--- src/rtl/asob_pkg.sv ---
`timescale 1ns / 1ps
// ----------------------------------------------------------------------------
// asob_pkg
// Types, constants and the divider step shared by the source-over blender.
// ----------------------------------------------------------------------------
package asob_pkg;

    localparam int NumLanes = 3;
    localparam int NumW     = 17;
    localparam int QuoW     = 9;

    localparam logic [7:0]  ChMax   = 8'd255;
    localparam logic [15:0] ChHalf  = 16'd127;
    // floor(x/255) == (x * Recip16) >> 23 for x < 2^16
    localparam logic [15:0] Recip16 = 16'd32897;
    // floor(x/255) == (x * Recip24) >> 31 for x < 2^24
    localparam logic [23:0] Recip24 = 24'h808081;

    typedef struct packed {
        logic [7:0] src_red;
        logic [7:0] src_green;
        logic [7:0] src_blue;
        logic [7:0] src_alpha;
        logic [7:0] dst_red;
        logic [7:0] dst_green;
        logic [7:0] dst_blue;
        logic [7:0] dst_alpha;
    } t_in_pix;

    typedef struct packed {
        logic [7:0] out_red;
        logic [7:0] out_green;
        logic [7:0] out_blue;
        logic [7:0] out_alpha;
    } t_out_pix;

    typedef struct packed {
        logic en_a;
        logic en_b;
        logic en_c;
    } t_div_ctl;

    // one restoring step: remainder stays below den
    function automatic logic [8:0] div_step(input logic [7:0] rem, input logic nb,
                                            input logic [7:0] den);
        logic [8:0] trial;
        logic [8:0] diff;
        trial = {rem, nb};
        diff  = trial - {1'b0, den};
        if (trial >= {1'b0, den}) begin
            return {1'b1, diff[7:0]};
        end else begin
            return {1'b0, trial[7:0]};
        end
    endfunction

endpackage

--- src/rtl/asob_in_if.sv ---
`timescale 1ns / 1ps
// ----------------------------------------------------------------------------
// asob_in_if
// Input channel: source and destination pixel pair.
// ----------------------------------------------------------------------------
interface asob_in_if;
    logic              valid;
    logic              ready;
    asob_pkg::t_in_pix data;

    modport source (output valid, output data, input ready);
    modport sink   (input valid, input data, output ready);
endinterface

--- src/rtl/asob_out_if.sv ---
`timescale 1ns / 1ps
// ----------------------------------------------------------------------------
// asob_out_if
// Output channel: composited pixel.
// ----------------------------------------------------------------------------
interface asob_out_if;
    logic               valid;
    logic               ready;
    asob_pkg::t_out_pix data;

    modport source (output valid, output data, input ready);
    modport sink   (input valid, input data, output ready);
endinterface

--- src/rtl/alpha_source_over_blend_core.sv ---
`timescale 1ns / 1ps
// ----------------------------------------------------------------------------
// alpha_source_over_blend_core
// Source-over composite of a non-premultiplied RGBA8 source onto a
// destination pixel, one pixel pair per beat.
//
// i_in carries a source/destination pixel pair; o_out carries the blended
// pixel. Both are valid/ready channels; a beat moves when both are high.
// A pixel passes through all the stages listed below, one after another;
// o_out.valid comes from the stage 8 register. Throughput is one pixel per
// clock while the receiver accepts: every stage, including the three-stage
// divider that forms each color quotient, takes a new pixel each cycle.
// Stages: 1 products, 2 alpha reciprocal and dst weighting, 3 alpha sum and
// dst /255, 4 numerator sum, 5-7 color divide, 8 select and output register.
// Transparent and opaque sources bypass the arithmetic alongside the pipe.
// Reset clears all stage valid bits; no pixel is in flight afterward.
// When the receiver stalls, each full stage holds and upstream stages keep
// filling empty slots, so input is taken until the pipe is full.
// ----------------------------------------------------------------------------
module alpha_source_over_blend_core (
    input  logic       i_clk,
    input  logic       i_rst_n,
    asob_in_if.sink    i_in,
    asob_out_if.source o_out
);

    localparam int L = asob_pkg::NumLanes;

    logic [8:1] r_vld;
    logic [9:1] en;

    logic [7:0] s_ch [L];
    logic [7:0] d_ch [L];
    logic [7:0] sa, da, w;
    asob_pkg::t_out_pix n_byp;
    logic               n_bsel;

    asob_pkg::t_out_pix r_byp  [1:7];
    logic               r_bsel [1:7];

    logic [15:0] r1_sc [L];
    logic [15:0] r1_dd [L];
    logic [15:0] r1_daw;
    logic [7:0]  r1_sa, r1_w;

    logic [15:0] r2_sc  [L];
    logic [23:0] r2_ddw [L];
    logic [31:0] r2_oap;
    logic [7:0]  r2_sa;
    logic [15:0] oa_num;

    logic [15:0] r3_sc  [L];
    logic [47:0] r3_dcp [L];
    logic [7:0]  r3_oa;
    logic [8:0]  oa_sum;

    logic [asob_pkg::NumW-1:0] r4_num [L];
    logic [7:0]                r_oa   [4:7];

    logic [asob_pkg::QuoW-1:0] quo [L];
    asob_pkg::t_div_ctl        div_ctl;

    asob_pkg::t_out_pix r_out;
    asob_pkg::t_out_pix n_out;

    always_comb begin
        en[9] = o_out.ready;
        for (int k = 8; k >= 1; k--) begin
            en[k] = !r_vld[k] || en[k+1];
        end
    end

    assign i_in.ready = en[1];

    always_comb begin
        s_ch[0] = i_in.data.src_red;
        s_ch[1] = i_in.data.src_green;
        s_ch[2] = i_in.data.src_blue;
        d_ch[0] = i_in.data.dst_red;
        d_ch[1] = i_in.data.dst_green;
        d_ch[2] = i_in.data.dst_blue;
        sa      = i_in.data.src_alpha;
        da      = i_in.data.dst_alpha;
        w       = asob_pkg::ChMax - sa;
        n_bsel  = (sa == '0) || (sa == asob_pkg::ChMax);
        if (sa == '0) begin
            n_byp = {i_in.data.dst_red, i_in.data.dst_green,
                     i_in.data.dst_blue, i_in.data.dst_alpha};
        end else begin
            n_byp = {i_in.data.src_red, i_in.data.src_green,
                     i_in.data.src_blue, asob_pkg::ChMax};
        end
        oa_num = r1_daw + asob_pkg::ChHalf;
        oa_sum = {1'b0, r2_sa} + r2_oap[31:23];
    end

    always_ff @(posedge i_clk) begin
        if (!i_rst_n) begin
            r_vld <= '0;
        end else begin
            if (en[1]) begin
                r_vld[1] <= i_in.valid;
            end
            for (int k = 2; k <= 8; k++) begin
                if (en[k]) begin
                    r_vld[k] <= r_vld[k-1];
                end
            end
        end
    end

    always_ff @(posedge i_clk) begin
        if (en[1]) begin
            for (int c = 0; c < L; c++) begin
                r1_sc[c] <= {8'b0, s_ch[c]} * {8'b0, sa};
                r1_dd[c] <= {8'b0, d_ch[c]} * {8'b0, da};
            end
            r1_daw    <= {8'b0, da} * {8'b0, w};
            r1_sa     <= sa;
            r1_w      <= w;
            r_byp[1]  <= n_byp;
            r_bsel[1] <= n_bsel;
        end
        for (int k = 2; k <= 7; k++) begin
            if (en[k]) begin
                r_byp[k]  <= r_byp[k-1];
                r_bsel[k] <= r_bsel[k-1];
            end
        end
        if (en[2]) begin
            for (int c = 0; c < L; c++) begin
                r2_sc[c]  <= r1_sc[c];
                r2_ddw[c] <= {8'b0, r1_dd[c]} * {16'b0, r1_w};
            end
            r2_oap <= {16'b0, oa_num} * {16'b0, asob_pkg::Recip16};
            r2_sa  <= r1_sa;
        end
        if (en[3]) begin
            for (int c = 0; c < L; c++) begin
                r3_sc[c]  <= r2_sc[c];
                r3_dcp[c] <= {24'b0, r2_ddw[c]} * {24'b0, asob_pkg::Recip24};
            end
            r3_oa <= oa_sum[7:0];
        end
        if (en[4]) begin
            for (int c = 0; c < L; c++) begin
                r4_num[c] <= {1'b0, r3_sc[c]} + r3_dcp[c][47:31];
            end
            r_oa[4] <= r3_oa;
        end
        for (int k = 5; k <= 7; k++) begin
            if (en[k]) begin
                r_oa[k] <= r_oa[k-1];
            end
        end
        if (en[8]) begin
            r_out <= n_out;
        end
    end

    assign div_ctl = '{en_a: en[5], en_b: en[6], en_c: en[7]};

    for (genvar c = 0; c < L; c++) begin : g_lane
        asob_div u_div (
            .i_clk (i_clk),
            .i_ctl (div_ctl),
            .i_num (r4_num[c]),
            .i_den (r_oa[4]),
            .o_quo (quo[c])
        );
    end

    function automatic logic [7:0] sat8(input logic [asob_pkg::QuoW-1:0] q);
        return q[8] ? asob_pkg::ChMax : q[7:0];
    endfunction

    always_comb begin
        if (r_bsel[7]) begin
            n_out = r_byp[7];
        end else begin
            n_out = {sat8(quo[0]), sat8(quo[1]), sat8(quo[2]), r_oa[7]};
        end
    end

    assign o_out.valid = r_vld[8];
    assign o_out.data  = r_out;

    // blended path always has a nonzero alpha divisor
    a_oa_nonzero: assert property (@(posedge i_clk) disable iff (!i_rst_n)
        (r_vld[4] && !r_bsel[4]) |-> (r_oa[4] != 8'd0))
        else $error("zero alpha divisor on blended path");

    // alpha rounding adds at most 127/out_alpha above full scale
    a_quo_range: assert property (@(posedge i_clk) disable iff (!i_rst_n)
        (r_vld[7] && !r_bsel[7]) |->
        ((quo[0] <= 9'd382) && (quo[1] <= 9'd382) && (quo[2] <= 9'd382)))
        else $error("color quotient out of range");

    a_ready_empty: assert property (@(posedge i_clk) disable iff (!i_rst_n)
        !r_vld[8] |-> i_in.ready)
        else $error("input stalled with empty output stage");

    a_fill: assert property (@(posedge i_clk) disable iff (!i_rst_n)
        (i_in.valid && i_in.ready) |=> r_vld[1])
        else $error("accepted beat lost at first stage");

endmodule

--- src/rtl/asob_div.sv ---
`timescale 1ns / 1ps
// ----------------------------------------------------------------------------
// asob_div
// Three-stage restoring divider, 17-bit numerator by 8-bit divisor, 9-bit
// quotient, three quotient bits per stage. Numerator must be below 512*den.
// ----------------------------------------------------------------------------
module asob_div (
    input  logic                         i_clk,
    input  asob_pkg::t_div_ctl           i_ctl,
    input  logic [asob_pkg::NumW-1:0]    i_num,
    input  logic [7:0]                   i_den,
    output logic [asob_pkg::QuoW-1:0]    o_quo
);

    logic [7:0] r_rem_a, r_rem_b;
    logic [2:0] r_q_a;
    logic [5:0] r_q_b;
    logic [8:0] r_q_c;
    logic [5:0] r_low_a;
    logic [2:0] r_low_b;
    logic [7:0] r_den_a, r_den_b;

    logic [7:0] n_rem_a, n_rem_b, n_rem_c;
    logic [2:0] n_q_a, n_q_b, n_q_c;
    logic [8:0] step_a, step_b, step_c;

    always_comb begin
        n_rem_a = i_num[16:9];
        n_q_a   = '0;
        step_a  = '0;
        for (int k = 0; k < 3; k++) begin
            step_a       = asob_pkg::div_step(n_rem_a, i_num[8-k], i_den);
            n_q_a[2-k]   = step_a[8];
            n_rem_a      = step_a[7:0];
        end
    end

    always_comb begin
        n_rem_b = r_rem_a;
        n_q_b   = '0;
        step_b  = '0;
        for (int k = 0; k < 3; k++) begin
            step_b       = asob_pkg::div_step(n_rem_b, r_low_a[5-k], r_den_a);
            n_q_b[2-k]   = step_b[8];
            n_rem_b      = step_b[7:0];
        end
    end

    always_comb begin
        n_rem_c = r_rem_b;
        n_q_c   = '0;
        step_c  = '0;
        for (int k = 0; k < 3; k++) begin
            step_c       = asob_pkg::div_step(n_rem_c, r_low_b[2-k], r_den_b);
            n_q_c[2-k]   = step_c[8];
            n_rem_c      = step_c[7:0];
        end
    end

    always_ff @(posedge i_clk) begin
        if (i_ctl.en_a) begin
            r_rem_a <= n_rem_a;
            r_q_a   <= n_q_a;
            r_low_a <= i_num[5:0];
            r_den_a <= i_den;
        end
        if (i_ctl.en_b) begin
            r_rem_b <= n_rem_b;
            r_q_b   <= {r_q_a, n_q_b};
            r_low_b <= r_low_a[2:0];
            r_den_b <= r_den_a;
        end
        if (i_ctl.en_c) begin
            r_q_c   <= {r_q_b, n_q_c};
        end
    end

    assign o_quo = r_q_c;

endmodule
--- src/flat_wrapper.sv ---
// flat-port wrapper written by rule: the top's interface ports become plain ports
module alpha_source_over_blend_core_flat 
  (i_clk, i_rst_n, i_in_valid, i_in_data, i_in_ready, o_out_valid, o_out_data, o_out_ready);
  asob_in_if i_in_i ();
  asob_out_if o_out_i ();
  input  logic i_clk;
  input  logic i_rst_n;
  input wire logic [$bits(i_in_i.valid)-1:0] i_in_valid;
  input wire logic [$bits(i_in_i.data)-1:0] i_in_data;
  output wire logic [$bits(i_in_i.ready)-1:0] i_in_ready;
  output wire logic [$bits(o_out_i.valid)-1:0] o_out_valid;
  output wire logic [$bits(o_out_i.data)-1:0] o_out_data;
  input wire logic [$bits(o_out_i.ready)-1:0] o_out_ready;
  assign i_in_i.valid = i_in_valid;
  assign i_in_i.data = i_in_data;
  assign i_in_ready = i_in_i.ready;
  assign o_out_valid = o_out_i.valid;
  assign o_out_data = o_out_i.data;
  assign o_out_i.ready = o_out_ready;
  alpha_source_over_blend_core u_core (.i_clk(i_clk), .i_rst_n(i_rst_n), .i_in(i_in_i), .o_out(o_out_i));
endmodule
--- config.mk ---
export PLATFORM = sky130hd
export DESIGN_NAME = alpha_source_over_blend_core_flat
export DESIGN_NICKNAME = d
export VERILOG_FILES = /design/src/rtl/asob_pkg.sv /design/src/rtl/asob_in_if.sv /design/src/rtl/asob_out_if.sv /design/src/rtl/alpha_source_over_blend_core.sv /design/src/rtl/asob_div.sv /design/src/flat_wrapper.sv
export SDC_FILE = /design/constraint.sdc
export NUM_CORES = 2
export LEC_CHECK = 0
export ABC_AREA = 1
export BUFFER_PORTS_ARGS = -buffer_cell sky130_fd_sc_hd__buf_2
export CAP_MARGIN = 15
export CORE_ASPECT_RATIO = 0.8
export CORE_MARGIN = 2
export CORE_UTILIZATION = 28
export DETAILED_ROUTE_END_ITERATION = 10
export PLACE_DENSITY = 0.5
export SETUP_SLACK_MARGIN = 0.3
export SLEW_MARGIN = 20
export SYNTH_ARGS = -nofsm -noshare
export SYNTH_HDL_FRONTEND = slang
export SYNTH_HIERARCHICAL = 1
export SYNTH_SLANG_ARGS = --single-unit
--- constraint.sdc ---
create_clock -name i_clk -period 20.6 [get_ports i_clk]
set_input_delay 1.03 -clock i_clk [delete_from_list [all_inputs] [get_ports i_clk]]
set_output_delay 1.03 -clock i_clk [all_outputs]
set_load 0.05 [all_outputs]
; Word level (Yosys, flattened, before mapping)
; Memory sizes are Yosys's and may differ from the RTL's.
; Index checks and enable logic that the tools add are counted.
[word_totals]
register_bits = 264
latch_bits = 0
mem_bits_rw = 722
romBits = 0
input_bits = 68
out_inout_bits = 34
mem_count = 10
[memory_table]
columns = name, depth, word_bits, read_ports, rd_ports_with_merged_regs, wr, line
row1 = u_core.r_byp, 7, 32, 7, 0, 7, alpha_source_over_blend_core.sv:38  ; asob_pkg::t_out_pix r_byp [1:7];
row2 = u_core.r3_dcp, 3, 48, 3, 0, 3, alpha_source_over_blend_core.sv:53  ; logic [47:0] r3_dcp [L];
row3 = u_core.r2_ddw, 3, 24, 3, 0, 3, alpha_source_over_blend_core.sv:47  ; logic [23:0] r2_ddw [L];
row4 = u_core.r4_num, 3, 17, 3, 0, 3, alpha_source_over_blend_core.sv:57  ; logic [asob_pkg::NumW-1:0] r4_num [L];
row5 = u_core.r1_dd, 3, 16, 3, 0, 3, alpha_source_over_blend_core.sv:42  ; logic [15:0] r1_dd [L];
row6 = u_core.r1_sc, 3, 16, 3, 0, 3, alpha_source_over_blend_core.sv:41  ; logic [15:0] r1_sc [L];
row7 = +4 memories, -, -, -, -, -, -
[op_classes]
n_addsub = 33
n_mul = 14
div = 0
magnitude_cmp = 27
n_eq_ne = 1
shift = 0
muxes = 46
bitwise = 0
reduce_logical = 18
[op_table]
columns = operator, count
row1 = 9-bit by 8-bit >= comparator with 1-bit output, 27
row2 = 9-bit 2-to-1 mux, 27
row3 = 8-bit subtractor, 27
row4 = "24-bit by 24-bit multiplier with 48-bit output, second input constant", 3
row5 = 8-bit by 8-bit multiplier with 16-bit output, 7
row6 = 16-bit by 8-bit multiplier with 24-bit output, 3
row7 = 32-bit 2-to-1 mux, 2
row8 = 16-bit by 17-bit adder with 17-bit output, 3
row9 = "16-bit by 16-bit multiplier with 31-bit output, second input constant", 1
row10 = 8-bit 2-to-1 mux, 3
row11 = "16-bit by 7-bit adder with 16-bit output, second input constant", 1
row12 = 1-bit 2-to-1 mux, 14
row13 = 1-bit logical OR, 9
row14 = 8-bit adder, 1
row15 = "8-bit == test, second input constant", 1
row16 = 1-bit logical NOT, 8
row17 = 8-bit logical NOT, 1
row18 = "8-bit subtractor, first input constant", 1

; Longest topological paths before layout
[logic_depth]
word_depth = 11
mapped_depth = 34

; Cells and area by module
; Netlist, hierarchy kept.
[by_module_without_submodules]
columns = mod, instances, cells_per_inst, area_each_um2
row1 = alpha_source_over_blend_core, 1, 7401, 67777.5
row2 = asob_div at u_core.g_lane[0].u_div ..., 2, 744, 5921.9
row3 = asob_div at u_core.g_lane[2].u_div, 1, 725, 5863.1

; Least setup slack after synthesis
; No wires, ideal clock.
[synth_path]
path_type = input port to flip-flop
from = in o_out_ready
to = mem u_core.r2_ddw[0][0], enable pin
setup_ns = 0.522
arrival_ns = 8.965
required_time_ns = 20.078
setup_slack_ns = 11.113
cell_stages = 10
path_buffers = 0
path_cell_list = nor2_2 inv_2 nor2_2 inv_2 nor2_4 nand2_2 nor2_4 nand2_2 nor2_4 inv_1
[synth_lines]
columns = item, line
row1 = "start, declared", flat_wrapper.sv:13  ; input wire logic [$bits(o_out_i.ready)-1:0] o_out_ready;
row2 = "end, declared", alpha_source_over_blend_core.sv:47

==> results.sh <==
export IMPL_dr_pass1_iters=5
export IMPL_num_rows=181
export IMPL_rsz0062_at_grt="no"
export IMPL_drive_gt1_share_pct=5.70
export IMPL_synthMuxAreaShare_pct=0.105
export IMPL_async_reset_ff_share_pct=0
export IMPL_dieArea_um2=310000
export IMPL_timing_critical_path_mode_cell="nand2_1"
export IMPL_syn_to_final_growth_pct=9.34
export IMPL_cts_buffers=90
export IMPL_hold_viol_final=0
export IMPL_port_buffers=101
export IMPL_post_drt_wl_per_cell_um=16.2
export IMPL_finalSetupViolCount=0
export IMPL_status="complete, no violations"
export IMPL_htree_levels=3
export IMPL_cts_tree="built"
export IMPL_synthFlopType="edfxtp_1"
export IMPL_synth_fa_ha_area_share_pct=31.6
export IMPL_seqCellArea_um2=27000
export IMPL_cts_sinks=902
export IMPL_clk_pin_slew_ns=0.07
export IMPL_layout_common_cells="nand2_1, inv_1, ha_1"
export IMPL_yosys_area_share_simple_pct=16.6
export IMPL_dp_hpwl_mm=178
export IMPL_core_area_um2=304000
export IMPL_cts_buffer_depth=3
export IMPL_synth_compound_area_share_pct=6.43
export IMPL_ys_top_cells_by_area="edfxtp_1, ha_1, fa_1, nand2_1, inv_1"
export IMPL_post_cts_buffers=0
export IMPL_mostFrequentLayoutCell="nand2_1"
export IMPL_fmax_ghz=0.169
export IMPL_cts_root_buf="clkbuf_16"
export IMPL_routed_via_density=4.43
export IMPL_avgSynthCellArea_um2=8.89
export IMPL_postRouteAntennaNets=0
export IMPL_synth_cell_type_count=73
export IMPL_slew_headroom_pct=31.9
export IMPL_crit_path_end_kind="register"
export IMPL_die_h_um=498
export IMPL_syn_area_um2=85500
export IMPL_cpPeakStageDelay_ns=0.78
export IMPL_yosys_area_top_type="edfxtp_1"
export IMPL_grt_max_degree=79
export IMPL_max_cap_violations=0
export IMPL_crit_path_start_kind="register"
export IMPL_drt_iter0_drc=4348
export IMPL_gp_congestion=0.904
export IMPL_grt_pass1_wl_mm=348
export IMPL_cts_resized=0
export IMPL_cp_required_ns=21.05
export IMPL_hold_buffers=0
export IMPL_pin_count=102
export IMPL_grt_overflow_total=0
export IMPL_fin_nets=11500
export IMPL_ys_seq_area_share_pct=31.6
export IMPL_grt_usage_pct=14.3
export IMPL_multi_input_area_um2=49700
export IMPL_clock_skew_ns=0.0868
export IMPL_hold_path_class="reg -> reg"
export IMPL_period_share_pct=28.7
export IMPL_drcViolationCount=0
export IMPL_worst_slew_pin_slew_ns=1.02
export IMPL_initial_core_util_pct=28.1
export IMPL_nFillCells=32100
export IMPL_critPathSlowestCell="edfxtp_1"
export IMPL_synth_seq_cells=902
export IMPL_grt_pass1_vias=59300
export IMPL_wl_mm=222
export IMPL_cp_max_fo=12
export IMPL_final_min_clock_period_ns=5.91
export IMPL_synth_top_family_by_area="adder cells"
export IMPL_crit_type="reg -> reg"
export IMPL_clkLatencyLatePin_ns=0.72
export IMPL_synth_xor_area_share_pct=3.39
export IMPL_synth_top_area_share_pct=31.4
export IMPL_syn_inst=9614
export IMPL_tns_ns=0
export IMPL_cp_arrival_ns=6.36
export IMPL_synth_edff_count=894
export IMPL_syn_nets=11500
export IMPL_antenna_found_initial=22
export IMPL_ys_warn_count=6
export IMPL_slew_viol_final=0
export IMPL_die_x_um=622
export IMPL_vias=60800
cell families (layout without fill, tap and decap cells):
kind of cell    after synthesis  after routing
simple gates               3322           3322
buf+inv                    2306           2386
fa+ha+maj                  1810           1810
compound gates              937            937
flops                       902            902
xor+xnor                    329            329
mux                           8              8
other cells                   0              1
worst max-delay path: cells and delay by family, from the launching register on:
| family | cells | cell delay, ns |
|---|---|---|
| and+or+nand+nor | 14 | 1.58 |
| adders and majority gates | 3 | 1.02 |
| DFF | 1 | 0.78 |
| AOI/OAI and AO/OA | 8 | 1.86 |
| buffers and inverters | 3 | 0.42 |
stage by stage:
step           area [um^2]  hold slack (ns)  setup WS, ns  util [%]  std cells
2_1_floorplan        85500            0.400         11.11         -       9614
3_3_place_gp         90400            0.401         14.78      29.7      13600
3_5_place_dp         90400            0.405         14.71      29.7      13600
4_1_cts              93500            0.378         14.68      30.8      13700
5_1_grt              93500            0.400         14.09      30.8      13700
6_report             93500            0.389         14.69      30.8      13700
worst paths after layout:
check / depth (start not counted) / endpoint / slack (ns) / startpoint
setup / recovery: 28 / u_core/g_lane[1].u_div/r_rem_a[0]$_DFFE_PP_ / 14.69 / u_core/r_oa[1][6]$_DFFE_PP_
hold reg to reg: 0 / u_core/g_lane[1].u_div/o_quo[6]$_DFFE_PP_ / 0.39 / u_core/g_lane[1].u_div/r_q_b[3]$_DFFE_PP_
hold / removal: 0 / u_core/g_lane[1].u_div/o_quo[6]$_DFFE_PP_ / 0.39 / u_core/g_lane[1].u_div/r_q_b[3]$_DFFE_PP_
setup reg to reg: 28 / u_core/g_lane[1].u_div/r_rem_a[0]$_DFFE_PP_ / 14.69 / u_core/r_oa[1][6]$_DFFE_PP_
area by class of cell:
type / count / area share, %
Clock buffer: 100 / 2.47
Timing Repair Buffer: 130 / 0.774
Multi-Input combinational cell: 6406 / 53.2
Clock inverter: 63 / 0.851
Antenna cell: 1 / 0.00268
Sequential cell: 902 / 28.9
Inverter: 2093 / 8.43
Tap cell: 4026 / 5.39
layer usage:
layer  vias up  wire, um  GRT usage, %  part of all wire [%]
met3       177     14200          2.86                   6.4
met1     28700    118000          22.3                    53
li1      30600         -             -                     -
met2      1210     87100          20.2                    39
met5         -        58             0                 0.026
met4         8      3000          2.08                   1.4
state kept, by name (all words and copies together), names as in the netlist, 9 cells and up:
signal,count
u_core/g_lane.u_div/o_quo,27
u_core/g_lane.u_div/r_den_a,24
u_core/g_lane.u_div/r_den_b,24
u_core/g_lane.u_div/r_low_a,18
u_core/g_lane.u_div/r_low_b,9
u_core/g_lane.u_div/r_q_a,9
u_core/g_lane.u_div/r_q_b,18
u_core/g_lane.u_div/r_rem_a,24
u_core/g_lane.u_div/r_rem_b,24
u_core/o_out.data,32
u_core/r1_daw,16
u_core/r1_dd,48
u_core/r1_sc,48
u_core/r2_ddw,72
u_core/r2_sc,48
u_core/r3_dcp,51
u_core/r3_sc,48
u_core/r4_num,51
u_core/r_byp,224
u_core/r_oa,32
cell usage after synthesis, drive strengths merged (14+ instances only):
master  count
a211oi     14
a21boi     14
a21o       50
a21oi     444
a31oi      38
buf        48
clkbuf    165
edfxtp    894
fa        580
ha       1230
inv      2092
nand2    2312
nand3     354
nand3b     20
nand4      73
nor2      462
nor3       66
nor4       14
o21a       24
o21ai     284
o21bai     35
or2        16
xnor2     119
xor2      210
Power is left out: the tool's default activity adds up to more than one toggle a clock period on the data nets, which glitch-free logic cannot reach.
